--- config.mk ---
export PLATFORM = sky130hd
export DESIGN_NAME = cpu_exception_entry_unit_core
export DESIGN_NICKNAME = d
export VERILOG_FILES = /design/src/hdl/ceu_pkg.sv /design/src/hdl/ceu_in_reg.sv /design/src/hdl/ceu_exec.sv /design/src/hdl/ceu_out_reg.sv /design/src/hdl/cpu_exception_entry_unit_core.sv
export SDC_FILE = /design/constraint.sdc
export NUM_CORES = 1
export LEC_CHECK = 0
export ABC_AREA = 1
export BUFFER_PORTS_ARGS = -buffer_cell sky130_fd_sc_hd__buf_2
export CORE_ASPECT_RATIO = 0.75
export CORE_MARGIN = 2
export CORE_UTILIZATION = 61
export DETAILED_ROUTE_END_ITERATION = 7
export MAX_ROUTING_LAYER = met4
export PLACE_DENSITY = 0.9
export SLEW_MARGIN = 20
export SYNTH_ARGS = -nofsm -noshare
export SYNTH_HDL_FRONTEND = slang
export SYNTH_SLANG_ARGS = --single-unit
--- constraint.sdc ---
create_clock -name clk -period 16.45 [get_ports clk]
set_input_delay 1.645 -clock clk [delete_from_list [all_inputs] [get_ports clk]]
set_output_delay 1.645 -clock clk [all_outputs]
set_load 0.03 [all_outputs]
--- src/hdl/ceu_pkg.sv ---
`timescale 1ns / 1ps

package ceu_pkg;

    typedef enum logic [2:0] {
        MODE_IRQ       = 3'd0,
        MODE_TICK      = 3'd1,
        MODE_TRAP      = 3'd2,
        MODE_SYSCALL   = 3'd3,
        MODE_MSR_WRITE = 3'd4,
        MODE_DEC_WRITE = 3'd5
    } mode_t;

    typedef enum logic [2:0] {
        CAUSE_NONE    = 3'd0,
        CAUSE_IRQ     = 3'd1,
        CAUSE_DEC     = 3'd2,
        CAUSE_TRAP    = 3'd3,
        CAUSE_SYSCALL = 3'd4
    } cause_t;

    localparam logic [31:0] MSR_RESET      = 32'h0000_0040;
    localparam logic [31:0] MSR_CLEAR_MASK = 32'h0004_EF32;
    localparam logic [31:0] SAVE_MASK      = 32'h0000_FF73;
    localparam logic [31:0] TRAP_FLAG      = 32'h0002_0000;
    localparam logic [31:0] HIGH_VECTOR    = 32'hFFF0_0000;
    localparam logic [31:0] OFF_IRQ        = 32'h0000_0500;
    localparam logic [31:0] OFF_DEC        = 32'h0000_0900;
    localparam logic [31:0] OFF_TRAP       = 32'h0000_0700;
    localparam logic [31:0] OFF_SYSCALL    = 32'h0000_0C00;

    localparam int MSR_ILE_BIT = 16;
    localparam int MSR_EE_BIT  = 15;
    localparam int MSR_IP_BIT  = 6;
    localparam int MSR_LE_BIT  = 0;

    localparam int MODE_W     = 3;
    localparam int IN_DATA_W  = 104;
    localparam int OUT_DATA_W = 232;

    typedef struct packed {
        logic [31:0] write_value;
        logic        irq_level;
        logic [31:0] next_pc;
        logic [31:0] current_pc;
        logic [2:0]  mode;
    } in_item_t;

    typedef struct packed {
        logic [63:0] time_base_value;
        logic [31:0] decrementer_value;
        logic [31:0] status_word;
        logic [31:0] saved_status;
        logic [31:0] saved_pc;
        logic [2:0]  cause;
        logic [31:0] target_pc;
        logic        redirect;
    } result_t;

endpackage

--- src/hdl/ceu_in_reg.sv ---
`timescale 1ns / 1ps

module ceu_in_reg
    import ceu_pkg::*;
(
    input  logic     clk,
    input  logic     rst_n,
    input  logic     s_valid,
    output logic     s_ready,
    input  in_item_t s_item,
    input  logic     advance,
    output logic     item_valid,
    output in_item_t item
);

    logic     valid_reg;
    logic     valid_next;
    in_item_t item_reg;

    // The register can take a new transaction when it is empty or is being drained.
    assign s_ready    = !valid_reg || advance;
    assign valid_next = (s_valid && s_ready) || (valid_reg && !advance);

    always_ff @(posedge clk or negedge rst_n)
    begin
        if (!rst_n)
        begin
            valid_reg <= 1'b0;
        end
        else
        begin
            valid_reg <= valid_next;
        end
    end

    always_ff @(posedge clk)
    begin
        if (s_valid && s_ready)
        begin
            item_reg <= s_item;
        end
    end

    assign item_valid = valid_reg;
    assign item       = item_reg;

endmodule

--- src/hdl/ceu_exec.sv ---
`timescale 1ns / 1ps

module ceu_exec
    import ceu_pkg::*;
(
    input  logic        clk,
    input  logic        rst_n,
    input  logic        cfg_we,
    input  logic [31:0] cfg_wdata,
    input  logic        advance,
    input  in_item_t    item,
    output result_t     result
);

    logic [31:0] vector_base_reg;
    logic [31:0] msr_reg, msr_next;
    logic [31:0] spc_reg, spc_next;
    logic [31:0] sst_reg, sst_next;
    logic [1:0]  pend_reg, pend_next;
    logic [31:0] dec_reg, dec_next;
    logic [63:0] tb_reg, tb_next;

    logic        take;
    logic [31:0] save_pc;
    logic [31:0] extra;
    logic [31:0] offset;
    cause_t      cause;
    logic [1:0]  pend_tick;
    logic [31:0] msr_entry;
    logic [31:0] target;

    // Status word after entry: standard bits cleared, LE follows ILE.
    always_comb
    begin
        msr_entry              = msr_reg & ~MSR_CLEAR_MASK;
        msr_entry[MSR_LE_BIT]  = msr_reg[MSR_ILE_BIT];
    end

    assign target = (msr_reg[MSR_IP_BIT] ? HIGH_VECTOR : vector_base_reg) | offset;

    always_comb
    begin
        take      = 1'b0;
        save_pc   = item.next_pc;
        extra     = '0;
        offset    = '0;
        cause     = CAUSE_NONE;
        pend_next = pend_reg;
        dec_next  = dec_reg;
        tb_next   = tb_reg;
        msr_next  = msr_reg;
        // A tick that brings the decrementer from one to zero pends its interrupt.
        pend_tick = pend_reg | {dec_reg == 32'd1, 1'b0};

        unique case (item.mode)
            MODE_IRQ:
            begin
                if (item.irq_level)
                begin
                    pend_next[0] = 1'b1;
                end
            end
            MODE_TICK:
            begin
                tb_next   = tb_reg + 64'd1;
                dec_next  = dec_reg - 32'd1;
                pend_next = pend_tick;
                if (msr_reg[MSR_EE_BIT])
                begin
                    priority if (pend_tick[0])
                    begin
                        take         = 1'b1;
                        offset       = OFF_IRQ;
                        cause        = CAUSE_IRQ;
                        pend_next[0] = 1'b0;
                    end
                    else if (pend_tick[1])
                    begin
                        take         = 1'b1;
                        offset       = OFF_DEC;
                        cause        = CAUSE_DEC;
                        pend_next[1] = 1'b0;
                    end
                    else
                    begin
                    end
                end
            end
            MODE_TRAP:
            begin
                take    = 1'b1;
                save_pc = item.current_pc;
                extra   = TRAP_FLAG;
                offset  = OFF_TRAP;
                cause   = CAUSE_TRAP;
            end
            MODE_SYSCALL:
            begin
                take   = 1'b1;
                offset = OFF_SYSCALL;
                cause  = CAUSE_SYSCALL;
            end
            MODE_MSR_WRITE:
            begin
                msr_next = item.write_value;
            end
            MODE_DEC_WRITE:
            begin
                dec_next = item.write_value;
            end
            default:
            begin
            end
        endcase

        spc_next = spc_reg;
        sst_next = sst_reg;
        if (take)
        begin
            spc_next = save_pc;
            sst_next = (msr_reg & SAVE_MASK) | extra;
            msr_next = msr_entry;
        end

        result.redirect          = take;
        result.target_pc         = take ? target : '0;
        result.cause             = cause;
        result.saved_pc          = spc_next;
        result.saved_status      = sst_next;
        result.status_word       = msr_next;
        result.decrementer_value = dec_next;
        result.time_base_value   = tb_next;
    end

    always_ff @(posedge clk or negedge rst_n)
    begin
        if (!rst_n)
        begin
            vector_base_reg <= '0;
            msr_reg         <= MSR_RESET;
            spc_reg         <= '0;
            sst_reg         <= '0;
            pend_reg        <= '0;
            dec_reg         <= '0;
            tb_reg          <= '0;
        end
        else
        begin
            if (cfg_we)
            begin
                vector_base_reg <= cfg_wdata;
            end
            if (advance)
            begin
                msr_reg  <= msr_next;
                spc_reg  <= spc_next;
                sst_reg  <= sst_next;
                pend_reg <= pend_next;
                dec_reg  <= dec_next;
                tb_reg   <= tb_next;
            end
        end
    end

endmodule

--- src/hdl/ceu_out_reg.sv ---
`timescale 1ns / 1ps

module ceu_out_reg
    import ceu_pkg::*;
(
    input  logic    clk,
    input  logic    rst_n,
    input  logic    advance,
    input  result_t result,
    output logic    free,
    output logic    m_valid,
    input  logic    m_ready,
    output result_t m_result
);

    logic    valid_reg;
    logic    valid_next;
    result_t result_reg;

    assign free       = !valid_reg || m_ready;
    assign valid_next = advance || (valid_reg && !m_ready);

    always_ff @(posedge clk or negedge rst_n)
    begin
        if (!rst_n)
        begin
            valid_reg <= 1'b0;
        end
        else
        begin
            valid_reg <= valid_next;
        end
    end

    always_ff @(posedge clk)
    begin
        if (advance)
        begin
            result_reg <= result;
        end
    end

    assign m_valid  = valid_reg;
    assign m_result = result_reg;

endmodule

--- src/hdl/cpu_exception_entry_unit_core.sv ---
`timescale 1ns / 1ps

// Exception-entry unit with decrementer and time base.
//
// Input channel (s_*): one transaction per event. s_tuser carries the event mode, s_tdata
// the PCs, the IRQ level and the write value. Output channel (m_*): one result
// transaction per input transaction, in order, with the redirect flag, vector address,
// cause and the architectural state after the event.
// cfg_we/cfg_wdata load the vector base register; write it only while no transaction
// is in flight.
//
// A transaction accepted into the input register passes to the output register, which raises m_tvalid.
// While the receiver keeps up, one transaction is accepted every cycle: the input
// register feeds a single pass of logic that updates the status, saved, pending,
// decrementer and time base registers and loads the output register in the same edge.
// When the receiver stalls, the output register holds its result and the input
// register still takes one more transaction before s_tready drops.
// Reset empties both registers, sets the status word to IP only and clears the saved
// registers, pending bits, decrementer, time base and vector base.

module cpu_exception_entry_unit_core
    import ceu_pkg::*;
(
    input  logic                  clk,
    input  logic                  rst_n,
    input  logic                  cfg_we,
    input  logic [31:0]           cfg_wdata,
    input  logic                  s_tvalid,
    output logic                  s_tready,
    // mode
    input  logic [MODE_W-1:0]     s_tuser,
    // current_pc, next_pc, irq_level, write_value, zero fill
    input  logic [IN_DATA_W-1:0]  s_tdata,
    output logic                  m_tvalid,
    input  logic                  m_tready,
    // redirect, target_pc, cause, saved_pc, saved_status, status_word,
    // decrementer_value, time_base_value, zero fill
    output logic [OUT_DATA_W-1:0] m_tdata
);

    localparam int IN_USED  = $bits(in_item_t) - MODE_W;
    localparam int OUT_USED = $bits(result_t);

    in_item_t s_item;
    in_item_t item;
    logic     item_valid;
    logic     out_free;
    logic     advance;
    result_t  result;
    result_t  m_result;

    assign s_item = in_item_t'({s_tdata[IN_USED-1:0], s_tuser});

    assign advance = item_valid && out_free;

    ceu_in_reg u_in_reg (
        .clk        (clk),
        .rst_n      (rst_n),
        .s_valid    (s_tvalid),
        .s_ready    (s_tready),
        .s_item     (s_item),
        .advance    (advance),
        .item_valid (item_valid),
        .item       (item)
    );

    ceu_exec u_exec (
        .clk       (clk),
        .rst_n     (rst_n),
        .cfg_we    (cfg_we),
        .cfg_wdata (cfg_wdata),
        .advance   (advance),
        .item      (item),
        .result    (result)
    );

    ceu_out_reg u_out_reg (
        .clk      (clk),
        .rst_n    (rst_n),
        .advance  (advance),
        .result   (result),
        .free     (out_free),
        .m_valid  (m_tvalid),
        .m_ready  (m_tready),
        .m_result (m_result)
    );

    assign m_tdata = {{(OUT_DATA_W - OUT_USED){1'b0}}, m_result};

endmodule

Word-level counts from Yosys, hierarchy flattened:

Cells that the tools add are included.

* output and inout bits: 234
* flip-flop bits (word level): 556
* bits of input ports: 144
* logic and storage cells: 77

* bitwise gates (word level): 3
* eq/ne operators: 7
* $add $sub $neg: 2
* multiplexer cells: 25
* reduce and logical (&&, ||, !) cells: 17

Operators by type and width (number)
* $mux W32: 8
* $pmux W32 S3: 1
* $add A64 B1 Y64 const B: 1
* $mux W64: 1
* $pmux W32 S2: 1
* $eq A32 B1 Y1 const B: 1
* $or A32 B32 Y32: 1
* $sub A32 B1 Y32 const B: 1
* $mux W18: 1
* $or A16 B18 Y18: 1
* $mux W12: 1
* $pmux W3 S3: 1
* $eq A3 B2 Y1 const B: 2
* $eq A3 B3 Y1 const B: 2
* $mux W2: 3
* $mux W1: 5
* $logic_and A1 B1 Y1: 4
* $logic_not A1 Y1: 4
* $logic_or A1 B1 Y1: 4
* $pmux W1 S2: 2
* $eq A3 B1 Y1 const B: 1
* $logic_not A3 Y1: 1
* $mux W3: 1
* $reduce_and A3 Y1: 1
* other kinds (5): 5

Depth between registers and ports, before layout:

* depth after elaboration: 7
* mapped depth: 13

Cells and area by module:

Synthesis repeated with hierarchy kept, for this count alone.

* cell total of the unflattened synthesis: 2396
* area, all modules: 23740.3 µm²

By module, submodules not included
* ceu_exec: area an instance 13759.4 µm², sequential area each 5656.7 µm², times used 1, cells an instance 2050
* ceu_out_reg: area an instance 6891.6 µm², sequential area each 6871.6 µm², times used 1, cells an instance 233
* ceu_in_reg: area an instance 3047.9 µm², sequential area each 3027.9 µm², times used 1, cells an instance 106
* cpu_exception_entry_unit_core: area an instance 41.3 µm², sequential area each 0.0 µm², times used 1, cells an instance 7

Worst setup path after synthesis:

Ideal clock, no wire load.

* path kind: input to register
* start: in m_tready
* end: reg u_out_reg.result_reg, in the netlist u_out_reg.m_result[0], enable pin
* stages on the path: 6
* path buffers: 2
* required time: 15.769 ns
* data arrival time: 8.602 ns
* setup slack: 7.167 ns
* cells stage by stage: inv_1 nand2_1 nand2_1 inv_1 clkbuf_1 clkbuf_1

* longest elaborated chain between the ends: 2

Ends and longest elaborated chain
* start, declared: RTL line cpu_exception_entry_unit_core.sv:35 `input logic m_tready,`
* $logic_or A1 B1 Y1: RTL line ceu_out_reg.sv:20 `assign free = !valid_reg || m_ready;`
* $logic_and A1 B1 Y1: RTL line cpu_exception_entry_unit_core.sv:54 `assign advance = item_valid && out_free;`
* net advance: RTL line cpu_exception_entry_unit_core.sv:48 `logic advance;`
* end signal, assigned: RTL line ceu_out_reg.sv:39 `result_reg <= result;`
* end, declared: RTL line ceu_out_reg.sv:18 `result_t result_reg;`

The timed path passes the listed nets, and every way through them passes these cells.
A chain may end at the register's enable or synchronous reset.

Worst setup path in the final report:

* start: in m_tready
* end: reg u_exec.sst_reg[25]

* longest elaborated chain between the ends: 2

Ends and longest elaborated chain
* $logic_or A1 B1 Y1: RTL line ceu_out_reg.sv:20
* $logic_and A1 B1 Y1: RTL line cpu_exception_entry_unit_core.sv:54
* end signal, assigned: RTL line ceu_exec.sv:157 `sst_reg <= sst_next;`
* end, declared: RTL line ceu_exec.sv:18 `logic [31:0] sst_reg, sst_next;`

No other way between the ends.

==> results_dict.tcl <==
set metrics [dict create \
    status "finished clean" \
    dp.final_hpwl_um 41150 \
    cp.required_ps 16890 \
    synth_cell_types 50 \
    ir_drop_mv 0.09593 \
    cts_buffers 51 \
    busiest_layer "met2" \
    cts_tree "built" \
    die_area_sq_mm 0.04052 \
    vias_per_cell 5.609 \
    holdPathStages 2 \
    core-area_sq_mm 0.03832 \
    cpMostUsedCell "nand2_4" \
    use_met3 0.04161 \
    cp_data_arrival_time_ps 4680 \
    dp_worst_setup_slack_ps 11710 \
    finalCriticalPeriod_ps 4242 \
    grtUsageMet2 0.4929 \
    critPathKind "in2reg" \
    cts_htree_levels 2 \
    grt_pass1_wl_um 96880 \
    fill_cells 2555 \
    track_usage 0.3170 \
    drt_iter0_drc 2235 \
    via_count 18600 \
    fin_skew_ps 35.21 \
    ios 378 \
    die_w_um 231.8 \
    rsz0062_at_grt "no" \
    ctsResizeCount 0 \
    crit_path_max_incr_delay_ps 750 \
    path_depth 8 \
    port_buffers 366 \
    syn_inst 2408 \
    synth_top_cells_by_area "edfxtp_1 (41%), dfrtp_1 (24%), nand2_1 (13%)" \
    clock_latency_ps 590 \
    worst_pin_slew_ps 1165 \
    root_buffer "clkbuf_16" \
    clk_pin_slew_ps 70 \
    leakage_uw 0.01260 \
    ys_ff_latch 556 \
    drtAntennaViolNets 0 \
    maxSlewViolCount 0 \
    drc_errors 0 \
    drt-wirelength-per-cell_um 18.81 \
    dieHeight_um 174.8 \
    min_path_type "reg2reg" \
    ys_seq_area_frac 0.6554 \
    path_delay_family "buffers and inverters" \
    routed_wl_um 62390 \
    yosys_most_used_dff "edfxtp_1" \
    drive_gt1_frac 0.1866 \
    synthToLayoutAreaGrowth_pct 17.08 \
    synth_top_area_frac 0.4149 \
    firstDrtPassIters 6 \
    max_freq_ghz 0.2357 \
    clockBufferDepth 3 \
    layout_setup_ws_ps 12210 \
    rows 62 \
    maxCapViolCount 0 \
    final-hold-violation-count 0 \
    crit_path_end_kind "register" \
    crit_chain "buf_2 -> inv_1 -> nand2_1 -> nand2_4 -> inv_8 -> nand2_4 -> inv_2 -> nor2_1" \
    crit_slowest_cell "nand2_4" \
    max_slew_margin 0.2236 \
    largest_reg_flops 228 \
    timing.critical_path.buf_inv 4 \
    overflow 0 \
    yosys.area.top_type "edfxtp_1" \
    fin_crit_sh 0.2579 \
    netlist_area_sq_mm 0.02374 \
    initial_core_util 0.6194 \
    synth_edf_count 328 \
    ys_warn_count 0 \
    antenna_found_initial 6 \
    fin_setup_tns_ps 0 \
    syn_avg_cell_area_sq_um 9.857 \
    cts_setup_buffers 0 \
    clock_sinks 556 \
    cp_max_fo 149 \
    ff2ff_path_depth 11 \
    setup_viol 0 \
    gp_congestion 0.9585 \
    start_kind "input port" \
    async_reset_ff_frac 0.4101 \
    ctsHoldBuffers 0 \
    p_per_area_mw_per_mm2 136.3 \
    grt_pass1_vias 17890 \
    layout.nets 2902 \
    grt_max_degree 150 \
    use_met1 0.4304 \
]
==> cells in the mapped netlist, types with 4 or more instances <==
cell,number
nor2_2,14
nand2_1,794
o211ai_1,12
inv_1,239
o221ai_1,5
nand2_2,5
o21ai_0,153
nand4_1,21
edfxtp_1,328
buf_2,29
nor2_1,242
nor3_1,7
xor2_1,40
buf_1,4
mux2_2,13
buf_4,6
a21oi_1,19
inv_2,4
and2_1,6
dfrtp_1,227
o21ai_1,69
clkbuf_1,45
xnor2_1,5
nand3_1,74
o21ai_2,5
==> kinds of logic after synthesis <==
kind of cell	synth area share
flip-flops	0.6554
AND/OR/NAND/NOR	0.2009
other	0.0001580
buffers and inverters	0.05598
multiplexers	0.006589
XOR/XNOR	0.01797
AO/OA/AOI/OAI	0.06141
adder cells (fa/ha/maj)	0.001582
==> report_power, final <==
part           switching, uW  total [uW]  internal (uW)  leakage, uW
clock                    539        1270            736     0.000878
combinational            506         695            189      0.00554
sequential               115        1820           1700      0.00619
total                   1160        3790           2630       0.0126
==> per-layer routing <==
metal,share of wire,wire (um)
met5,0,0
met4,0.043,2703
met3,0.087,5433
met2,0.47,29630
met1,0.39,24620
==> area by class of cell <==
| class | instances | area, sq um | share of cell area |
|---|---|---|---|
| multi-input cells | 1523 | 6885 | 0.2478 |
| repair buffers | 379 | 1947 | 0.07006 |
| inverters | 244 | 925.9 | 0.03332 |
| flip-flops and latches | 556 | 15560 | 0.5598 |
| clock buffers | 69 | 1446 | 0.05205 |
| diodes | 6 | 15.01 | 0.0005403 |
| clock inverters | 27 | 374.1 | 0.01346 |
| well taps | 512 | 640.6 | 0.02305 |
==> cells in the final DEF (no fill, tap or decap), drive strengths merged, types with 2 or more instances in the layout <==
cell | synthesis | routed
xnor2 | 5 | 5
xor2 | 42 | 42
o21bai | 2 | 2
a31oi | 3 | 3
clkbuf | 46 | 69
nor2 | 260 | 260
bufinv | 0 | 7
a21oi | 19 | 19
o211ai | 12 | 12
edfxtp | 328 | 328
inv | 243 | 248
nand4 | 21 | 21
nor3 | 8 | 8
conb | 1 | 4
diode | 0 | 6
ha | 3 | 3
nand2 | 800 | 800
clkinv | 1 | 12
o221ai | 5 | 5
mux2 | 13 | 13
clkinvlp | 0 | 4
nor4 | 3 | 3
o21ai | 227 | 227
nand3b | 2 | 2
dfrtp | 227 | 227
and3 | 3 | 3
nand3 | 78 | 78
buf | 42 | 379
and2 | 6 | 6
==> path summary, 6_finish.rpt <==
path                                               start                              to  slack (ps)
setup / recovery                                m_tready  u_exec.sst_reg[25]$_DFFE_PN0P_       12210
hold / removal             u_exec.sst_reg[7]$_DFFE_PN0P_   u_exec.sst_reg[7]$_DFFE_PN0P_         490
setup reg to reg              u_in_reg.item[1]$_DFFE_PP_  u_exec.sst_reg[25]$_DFFE_PN0P_       12940
hold reg to reg            u_exec.sst_reg[7]$_DFFE_PN0P_   u_exec.sst_reg[7]$_DFFE_PN0P_         490
max in group asynchronous                          rst_n  u_exec.dec_reg[11]$_DFFE_PN0P_       13870
min in group asynchronous                          rst_n  u_exec.msr_reg[17]$_DFFE_PN0P_        1100
==> worst reg2reg max path, cell delays in order, from the launching register on <==
cell and delay [ps]:
edfxtp_1 420, inv_1 110, nand2_2 290, nor2_4 180, nand2_1 110, inv_1 100, nand2_1 160, nand3_2 120
buf_4 510, nand2_4 680, inv_2 580, nor2_1 100
==> through the flow <==
stage	hold slack (ps)	std cells	power [uW]	instance area, sq um	util
global placement	461.7	3214	2475	25950	0.6771
detailed placement	474.6	3214	2515	25950	0.6771
global route	513.8	3316	3939	27790	0.7252
CTS	490.7	3310	3791	27770	0.7246
floorplan	448.7	2411	2299	23750	-
finish	490.6	3316	3788	27790	0.7252
(Power assumes the default switching activity.)
